**config.mk**
```make
export PLATFORM = sky130hd
export DESIGN_NAME = ffpra_ctrl
export DESIGN_NICKNAME = d
export VERILOG_FILES = /design/src/hw/rtl/ffpra_pkg.sv /design/src/hw/rtl/ffpra_ctrl.sv
export SDC_FILE = /design/constraint.sdc
export NUM_CORES = 1
export LEC_CHECK = 0
export BUFFER_PORTS_ARGS = -buffer_cell sky130_fd_sc_hd__buf_2
export CORE_UTILIZATION = 39
export DETAILED_ROUTE_END_ITERATION = 10
export PLACE_DENSITY = 0.74
export SYNTH_ARGS = -nofsm -noshare
export SYNTH_HDL_FRONTEND = slang
export SYNTH_SLANG_ARGS = --single-unit
```
**constraint.sdc**
```tcl
create_clock -name i_clk -period 1.4 [get_ports i_clk]
set_input_delay 0.21 -clock i_clk [delete_from_list [all_inputs] [get_ports i_clk]]
set_output_delay 0.21 -clock i_clk [all_outputs]
set_load 0.02 [all_outputs]
```
**src/hw/rtl/ffpra_pkg.sv**
```systemverilog
`default_nettype none
package ffpra_pkg;

    localparam int MAX_RUNS = 1024;
    localparam int IDX_W    = $clog2(MAX_RUNS);
    localparam int CNT_W    = $clog2(MAX_RUNS + 1);
    localparam int PAGE_W   = 20;
    localparam int PCNT_W   = 11;
    localparam int CAND_W   = PAGE_W + 1;
    localparam int ENTRY_W  = PAGE_W + PCNT_W;

    typedef enum logic [1:0] {
        ST_OK        = 2'd0,
        ST_FULL      = 2'd1,
        ST_OVERFLOW  = 2'd2,
        ST_NOT_FOUND = 2'd3
    } t_status;

    typedef enum logic [0:0] {
        REQ_ALLOC = 1'b0,
        REQ_FREE  = 1'b1
    } t_req;

    typedef enum logic [1:0] {
        RS_IDX  = 2'd0,
        RS_DOWN = 2'd1,
        RS_UP   = 2'd2
    } t_rsel;

    typedef enum logic [3:0] {
        S_IDLE,
        S_DISP,
        S_A_RD,
        S_A_EV,
        S_CHK,
        S_SU_RD,
        S_SU_WR,
        S_INS,
        S_F_RD,
        S_F_EV,
        S_SD_RD,
        S_SD_WR,
        S_DONE
    } t_state;

    typedef struct packed {
        logic    load;
        logic    idx_inc;
        logic    idx_dec;
        logic    idx_ld_cnt;
        logic    cand_upd;
        logic    pos_ld;
        logic    wr_shift;
        logic    wr_new;
        logic    cnt_inc;
        logic    cnt_dec;
        logic    res_ld;
        logic    res_addr;
        t_status res_status;
        t_rsel   rsel;
    } t_cmd;

    typedef struct packed {
        logic is_free;
        logic unaligned;
        logic full;
        logic at_end;
        logic fit;
        logic match;
        logic ovf;
        logic at_pos;
        logic sd_end;
    } t_stat;

endpackage
`default_nettype wire

```
**src/hw/rtl/ffpra_ctrl.sv**
```systemverilog
`default_nettype none
module ffpra_ctrl (
    input  wire                 i_clk,
    input  wire                 i_rst_n,
    input  wire                 i_valid,
    input  wire                 i_stall,
    input  ffpra_pkg::t_stat    i_stat,
    output ffpra_pkg::t_cmd     o_cmd,
    output logic                o_stall,
    output logic                o_valid
);

    ffpra_pkg::t_state r_state;
    ffpra_pkg::t_state n_state;

    always_ff @(posedge i_clk) begin
        if (!i_rst_n) begin
            r_state <= ffpra_pkg::S_IDLE;
        end else begin
            r_state <= n_state;
        end
    end

    always_comb begin
        n_state = r_state;
        o_cmd   = '0;
        o_cmd.res_status = ffpra_pkg::ST_OK;
        o_cmd.rsel       = ffpra_pkg::RS_IDX;
        o_stall = (r_state != ffpra_pkg::S_IDLE);
        o_valid = (r_state == ffpra_pkg::S_DONE);
        case (r_state)
            ffpra_pkg::S_IDLE: begin
                if (i_valid) begin
                    o_cmd.load = 1'b1;
                    n_state = ffpra_pkg::S_DISP;
                end
            end
            ffpra_pkg::S_DISP: begin
                if (i_stat.is_free) begin
                    if (i_stat.unaligned) begin
                        o_cmd.res_ld = 1'b1;
                        o_cmd.res_status = ffpra_pkg::ST_NOT_FOUND;
                        n_state = ffpra_pkg::S_DONE;
                    end else begin
                        n_state = ffpra_pkg::S_F_RD;
                    end
                end else if (i_stat.full) begin
                    o_cmd.res_ld = 1'b1;
                    o_cmd.res_status = ffpra_pkg::ST_FULL;
                    n_state = ffpra_pkg::S_DONE;
                end else begin
                    n_state = ffpra_pkg::S_A_RD;
                end
            end
            ffpra_pkg::S_A_RD: begin
                if (i_stat.at_end) begin
                    o_cmd.pos_ld = 1'b1;
                    n_state = ffpra_pkg::S_CHK;
                end else begin
                    n_state = ffpra_pkg::S_A_EV;
                end
            end
            ffpra_pkg::S_A_EV: begin
                if (i_stat.fit) begin
                    o_cmd.pos_ld = 1'b1;
                    n_state = ffpra_pkg::S_CHK;
                end else begin
                    o_cmd.cand_upd = 1'b1;
                    o_cmd.idx_inc = 1'b1;
                    n_state = ffpra_pkg::S_A_RD;
                end
            end
            ffpra_pkg::S_CHK: begin
                if (i_stat.ovf) begin
                    o_cmd.res_ld = 1'b1;
                    o_cmd.res_status = ffpra_pkg::ST_OVERFLOW;
                    n_state = ffpra_pkg::S_DONE;
                end else begin
                    o_cmd.idx_ld_cnt = 1'b1;
                    n_state = ffpra_pkg::S_SU_RD;
                end
            end
            ffpra_pkg::S_SU_RD: begin
                o_cmd.rsel = ffpra_pkg::RS_DOWN;
                if (i_stat.at_pos) begin
                    n_state = ffpra_pkg::S_INS;
                end else begin
                    n_state = ffpra_pkg::S_SU_WR;
                end
            end
            ffpra_pkg::S_SU_WR: begin
                o_cmd.wr_shift = 1'b1;
                o_cmd.idx_dec = 1'b1;
                n_state = ffpra_pkg::S_SU_RD;
            end
            ffpra_pkg::S_INS: begin
                o_cmd.wr_new = 1'b1;
                o_cmd.cnt_inc = 1'b1;
                o_cmd.res_ld = 1'b1;
                o_cmd.res_addr = 1'b1;
                n_state = ffpra_pkg::S_DONE;
            end
            ffpra_pkg::S_F_RD: begin
                if (i_stat.at_end) begin
                    o_cmd.res_ld = 1'b1;
                    o_cmd.res_status = ffpra_pkg::ST_NOT_FOUND;
                    n_state = ffpra_pkg::S_DONE;
                end else begin
                    n_state = ffpra_pkg::S_F_EV;
                end
            end
            ffpra_pkg::S_F_EV: begin
                if (i_stat.match) begin
                    n_state = ffpra_pkg::S_SD_RD;
                end else begin
                    o_cmd.idx_inc = 1'b1;
                    n_state = ffpra_pkg::S_F_RD;
                end
            end
            ffpra_pkg::S_SD_RD: begin
                o_cmd.rsel = ffpra_pkg::RS_UP;
                if (i_stat.sd_end) begin
                    o_cmd.cnt_dec = 1'b1;
                    o_cmd.res_ld = 1'b1;
                    n_state = ffpra_pkg::S_DONE;
                end else begin
                    n_state = ffpra_pkg::S_SD_WR;
                end
            end
            ffpra_pkg::S_SD_WR: begin
                o_cmd.wr_shift = 1'b1;
                o_cmd.idx_inc = 1'b1;
                n_state = ffpra_pkg::S_SD_RD;
            end
            ffpra_pkg::S_DONE: begin
                if (!i_stall) begin
                    n_state = ffpra_pkg::S_IDLE;
                end
            end
            default: begin
                n_state = ffpra_pkg::S_IDLE;
            end
        endcase
    end

endmodule
`default_nettype wire

```
==> insert_results.sql, run 1 <==
INSERT INTO impl_metrics (metric_group, metric, value, unit) VALUES
('grt', 'grt_start_max_net_pins', '18', ''),
('floorplanning', 'floorplan.die.height', '40.9', 'um'),
('clock_network', 'clock-sinks', '4', ''),
('placed_design', 'global_placement_routability_congestion', '0.723', ''),
('timing', 'timing.repair.worst_endpoint_type', 'primary output', ''),
('yosys', 'synth.yosys.seq_area_share', '13.6', '%'),
('outcome', 'run_status', 'aborted with a tool error', ''),
('yosys', 'ys_dominant_reg_cell', 'sky130_fd_sc_hd__dfxtp_1', ''),
('clock_network', 'cts_inserted_buffers', '3', ''),
('yosys', 'synth_cell_types', '36', ''),
('yosys', 'syn_avg_cell_area', '7.19', 'um^2'),
('yosys', 'fraction_of_registers_with_async_set_reset', '0', '%'),
('placed_design', 'dp_hpwl', '1510', 'um'),
('clock_network', 'buffer_levels_on_the_longest_clock_path', '2', ''),
('floorplanning', 'num_io_pins', '31', ''),
('outcome', 'toolErrorMsg', '[ERROR DPL-0038] Utilization greater than 100%, impossible to legalize', ''),
('floorplanning', 'rows', '13', ''),
('placed_design', 'io_buffers', '30', ''),
('yosys', 'synth_enable_flop_cells', '0', ''),
('yosys', 'synth-seq-cells', '4', ''),
('floorplanning', 'die_w', '40.9', 'um'),
('yosys', 'synthCells', '82', ''),
('placed_design', 'dpl_worst_slack', '-287', 'ps'),
('timing', 'globalroute.repair_timing.worst_endpoint', 'o_cmd[5]', ''),
('yosys', 'cell_area_after_technology_mapping', '589', 'um^2'),
('clock_network', 'htreeDepth', '1', ''),
('floorplanning', 'initial_util', '43.7', '%'),
('yosys', 'postSynthNetCount', '95', ''),
('yosys', 'synth-warning-count', '0', ''),
('clock_network', 'post_cts_hold_buffer_count', '0', ''),
('clock_network', 'cts_root_buf', 'sky130_fd_sc_hd__clkbuf_4', ''),
('outcome', 'stop_stage', '5_1_grt', '');
Yosys cell counts, types with 2 or more instances:
| cell | count | share of area, % |
|---|---|---|
| sky130_fd_sc_hd__nor2_1 | 8 | 5.1 |
| sky130_fd_sc_hd__nand2b_1 | 7 | 7.4 |
| sky130_fd_sc_hd__a21oi_1 | 4 | 3.4 |
| sky130_fd_sc_hd__clkbuf_1 | 4 | 2.5 |
| sky130_fd_sc_hd__dfxtp_1 | 4 | 14 |
| sky130_fd_sc_hd__mux2i_1 | 4 | 6.8 |
| sky130_fd_sc_hd__nand3b_1 | 4 | 5.1 |
| sky130_fd_sc_hd__nor3_1 | 4 | 3.4 |
| sky130_fd_sc_hd__buf_2 | 3 | 2.5 |
| sky130_fd_sc_hd__nand2_1 | 3 | 1.9 |
| sky130_fd_sc_hd__nor3b_1 | 3 | 3.8 |
| sky130_fd_sc_hd__or3b_2 | 3 | 4.5 |
| sky130_fd_sc_hd__a21boi_0 | 2 | 2.5 |
| sky130_fd_sc_hd__and2_1 | 2 | 2.1 |
| sky130_fd_sc_hd__buf_4 | 2 | 2.5 |
| sky130_fd_sc_hd__inv_1 | 2 | 1.3 |
| sky130_fd_sc_hd__nand3_1 | 2 | 1.7 |
| sky130_fd_sc_hd__o21ai_0 | 2 | 1.7 |
| sky130_fd_sc_hd__o31a_1 | 2 | 3.0 |
cells by family after synthesis:
group                  after synthesis  share of synthesized area [%]
AO/OA/AOI/OAI                       19                           25.1
AND/OR/NAND/NOR                     44                           45.7
buffers and inverters               11                           8.92
flip-flops                           4                           13.6
multiplexers                         4                           6.79
through the flow:
stage	instances	instance area, um^2
floorplan	82	683
global placement	134	921
detailed placement	134	921
CTS	142	1200
repair_timing:
| action | 4_1_cts |
|---|---|
| gates cloned | 1 |
| resized for setup | 63 |
| setup endpoints to repair | 21 |
| buffers inserted | 4 |
| pin swaps | 10 |
==> run 2: changes to the inputs <==
CORE_AREA = 2 2 63 65   (was not set)
CORE_UTILIZATION = not set   (was 39)
DIE_AREA = 0 0 65 67   (was not set)
PLACE_DENSITY = not set   (was 0.74)
PLACE_DENSITY_LB_ADDON = 0.15   (was not set)
clock period = 1.8 ns   (was 1.4 ns; I/O delays follow)
==> run 2 against run 1 <==
The flow now finishes, with violations (negative setup slack). Area after synthesis unchanged. Synthesized cell count unchanged.
==> insert_results.sql, run 2 <==
INSERT INTO impl_metrics (metric_group, metric, value, unit) VALUES
('yosys', 'yosys.cell_count.top_type', 'sky130_fd_sc_hd__nor2_1', ''),
('finish', 'area_growth_syn_to_layout', '67.3', '%'),
('outcome', 'violations', 'negative setup slack', ''),
('min_path', 'worst_hold_depth', '2', ''),
('finish', 'layout-drive-gt1-share', '52.1', '%'),
('clock_network', 'clock_latency_late_sink', '220', 'ps'),
('grt', 'grt_start_max_net_pins', '21', ''),
('timing', 'clock_period_minus_worst_slack', '1880', 'ps'),
('yosys', 'ys_top_cells_by_count', 'sky130_fd_sc_hd__nor2_1 (8), sky130_fd_sc_hd__nand2b_1 (7)', ''),
('finish', 'flip_flop_count_of_the_largest_register_after_layout', '4', ''),
('clock_network', 'clock-sinks', '4', ''),
('pwr', 'power_density', '1410', 'nW/um^2'),
('finish', 'fillCellCount', '423', ''),
('timing', 'report.final.hold_viol_count', '0', ''),
('detailed_routing', 'drtPass1Iterations', '4', ''),
('setup_path', 'crit_required', '1530', 'ps'),
('setup_path', 'reg2reg_from', 'r_state[1]', ''),
('grt', 'grt_antenna_before_repair', '0', ''),
('pwr', 'p_leak', '0.431', 'nW'),
('setup_path', 'worstPathMaxFanout', '4', ''),
('job', 'max_cap_viol_count', '0', ''),
('clock_network', 'htreeDepth', '1', ''),
('detailed_routing', 'detail_route.wl_per_cell', '12.3', 'um'),
('timing', 'setup_ws', '-80.0', 'ps'),
('yosys', 'synth_cell_types', '36', ''),
('grt', 'grt_use_total', '10.3', '%'),
('detailed_routing', 'antenna_violating_nets_post_route', '0', ''),
('floorplanning', 'design.core.area', '3610', 'um^2'),
('yosys', 'post_synth_main_area_contributors', 'sky130_fd_sc_hd__dfxtp_1 (14%), sky130_fd_sc_hd__nand2b_1 (7.4%), sky130_fd_sc_hd__mux2i_1 (6.8%)', ''),
('finish', 'top_regs', 'r_state x4', ''),
('timing', 'finalCritPeriodShare', '104', '%'),
('timing', 'max_clock_freq', '532', 'MHz'),
('yosys', 'fraction_of_registers_with_async_set_reset', '0', '%'),
('placed_design', 'dp_hpwl', '1570', 'um'),
('clock_network', 'cts_root_buf', 'sky130_fd_sc_hd__clkbuf_8', ''),
('detailed_routing', 'number_of_remaining_drc_errors', '0', ''),
('setup_path', 'timing.reg2reg.setup_slack', '20', 'ps'),
('finish', 'finalInstanceArea', '986', 'um^2'),
('yosys', 'synthCells', '82', ''),
('pwr', 'ir_worst_vdd', '0.000399', 'V'),
('setup_path', 'worst_path_largest_cell_delay', '560', 'ps'),
('timing', 'worst_case_headroom_to_the_max_slew_limit', '75.4', '%'),
('min_path', 'min_path_type', 'in2reg', ''),
('setup_path', 'worstSetupPathType', 'reg2out', ''),
('timing', 'timing_worst_slew_pin_value', '367', 'ps'),
('floorplanning', 'die_w', '65', 'um'),
('clock_network', 'post_cts_hold_buffer_count', '0', ''),
('placed_design', 'dpl_worst_slack', '-6.20', 'ps'),
('timing', 'final-max-slew-violation-count', '0', ''),
('clock_network', 'cts_inserted_buffers', '3', ''),
('setup_path', 'cpMaxStageDelayCell', 'sky130_fd_sc_hd__or4b_4', ''),
('setup_path', 'worst_ep_arrival_time', '1610', 'ps'),
('setup_path', 'cp.buffers_inverters', '1', ''),
('clock_network', 'clk_pin_slew', '30', 'ps'),
('yosys', 'ys_dominant_reg_cell', 'sky130_fd_sc_hd__dfxtp_1', ''),
('yosys', 'synth_top_area_cell', 'sky130_fd_sc_hd__dfxtp_1', ''),
('setup_path', 'r2r_end', 'r_state[2]', ''),
('floorplanning', 'initial_util', '16.3', '%'),
('detailed_routing', 'via_per_inst', '4.41', ''),
('finish', 'diodes', '0', ''),
('setup_path', 'cp.depth', '4', ''),
('finish', 'final_common_cell', 'sky130_fd_sc_hd__buf_2', ''),
('finish', 'registers.top_by_ff_count', 'r_state', ''),
('clock_network', 'cts_tree', 'built', ''),
('yosys', 'synth-warning-count', '0', ''),
('floorplanning', 'num_io_pins', '31', ''),
('yosys', 'synth.yosys.seq_area_share', '13.6', '%'),
('setup_path', 'cp-end-kind', 'output pin', ''),
('detailed_routing', 'detail_route.iter0.violations', '9', ''),
('placed_design', 'global_placement_routability_congestion', '0.805', ''),
('setup_path', 'worst_setup_path_startpoint', 'r_state[1]', ''),
('floorplanning', 'floorplan.die.height', '67', 'um'),
('setup_path', 'reg2regPathDepth', '8', ''),
('detailed_routing', 'detailroute.via_count', '745', ''),
('timing', 'rsz0062_at_grt', 'true', ''),
('finish', 'layout.nets', '136', ''),
('grt', 'overflow', '0', ''),
('yosys', 'synth-seq-cells', '4', ''),
('min_path', 'min_delay_endpoint', 'r_state[1]', ''),
('yosys', 'synth_enable_flop_cells', '0', ''),
('setup_path', 'crit_path_max_delay_family', 'simple AND/OR/NAND/NOR gates', ''),
('timing', 'worst_clock_skew_on_the_final_layout', '5.18', 'ps'),
('yosys', 'cell_area_after_technology_mapping', '589', 'um^2'),
('grt', 'first_global_vias', '754', ''),
('detailed_routing', 'detail_route.wirelength', '2080', 'um'),
('yosys', 'syn_avg_cell_area', '7.19', 'um^2'),
('grt', 'grt_pass1_wl', '3510', 'um'),
('clock_network', 'buffer_levels_on_the_longest_clock_path', '2', ''),
('yosys', 'synthDominantCellAreaShare', '13.6', '%'),
('outcome', 'run_status', 'finished, violations left', ''),
('setup_path', 'worstSetupStartpointType', 'flop', ''),
('placed_design', 'io_buffers', '30', ''),
('floorplanning', 'fp.dieArea', '4360', 'um^2'),
('finish', 'layout.cells.most_common_list', 'sky130_fd_sc_hd__buf_2 (26), sky130_fd_sc_hd__buf_4 (15), sky130_fd_sc_hd__nor2_1 (7), sky130_fd_sc_hd__nand2b_1 (7)', ''),
('yosys', 'postSynthNetCount', '95', ''),
('min_path', 'hp-start', 'i_rst_n', ''),
('timing', 'setup_viol', '1', ''),
('floorplanning', 'rows', '22', ''),
('setup_path', 'worstPathCellList', 'or4b_4 -> o32ai_4 -> or2_4 -> buf_6', ''),
('placed_design', 'place_area', '857', 'um^2');
==> run 2: cell counts after synthesis <==
No cell type changed its count.
==> run 2: area by class of cell <==
class	count	area [um^2]	area share, %
Clock buffer	3	41.3	4.19
Inverter	2	7.51	0.761
Multi-Input combinational cell	67	494	50.1
Sequential cell	4	86.3	8.76
Tap cell	48	60.1	6.09
Timing Repair Buffer	45	297	30.1
==> run 2: worst max path at each step <==
stage                 to  slack [ps]
6_report        o_cmd[5]         -80
5_1_grt         o_cmd[5]        -130
4_1_cts         o_cmd[5]         -90
3_5_place_dp    o_cmd[5]          -6
3_3_place_gp    o_cmd[5]          40
2_1_floorplan  o_cmd[15]         100
==> run 2: what timing repair did <==
| item | CTS | global route |
|---|---|---|
| setup endpoints to repair | 3 | 5 |
| pin swaps | 3 | 3 |
| setup buffers | 4 | 0 |
| gates resized for setup | 10 | 8 |
==> run 2: stage by stage <==
stage / std cells / hold WS (ps) / total power [mW] / setup TNS, ps / util, %
3_5_place_dp: 162 / 557 / 1.04 / -6.20 / 23.8
3_3_place_gp: 162 / 561 / 1.04 / 0 / 23.8
5_1_grt: 169 / 335 / 1.51 / -182 / 27.3
4_1_cts: 169 / 328 / 1.35 / -130 / 26.7
2_1_floorplan: 82 / 398 / 0.737 / 0 / -
6_report: 169 / 327 / 1.39 / -80.0 / 27.3
==> run 2: kinds of logic (layout without fill, tap and decap cells) <==
kind of cell    Yosys count  after routing  share of synthesized area, %
simple gates             44             44                          45.7
compound gates           19             19                          25.1
buf+inv                  11             50                          8.92
mux                       4              4                          6.79
flops                     4              4                          13.6
==> run 2: metal layers <==
| metal | track usage (%) | share of wire (%) | vias up |
|---|---|---|---|
| li1 | - | - | 382 |
| met1 | 14.4 | 52 | 337 |
| met3 | 2.36 | 6.1 | 0 |
| met4 | 3.19 | 0 | 0 |
| met2 | 15.6 | 42 | 26 |
| met5 | 0 | 0 | - |
==> run 2: power breakdown <==
part	internal [mW]	switching, mW	total, mW
registers	0.130	0.0357	0.166
logic	0.536	0.505	1.04
clock network	0.142	0.0444	0.187
(Power assumes the default switching activity.)
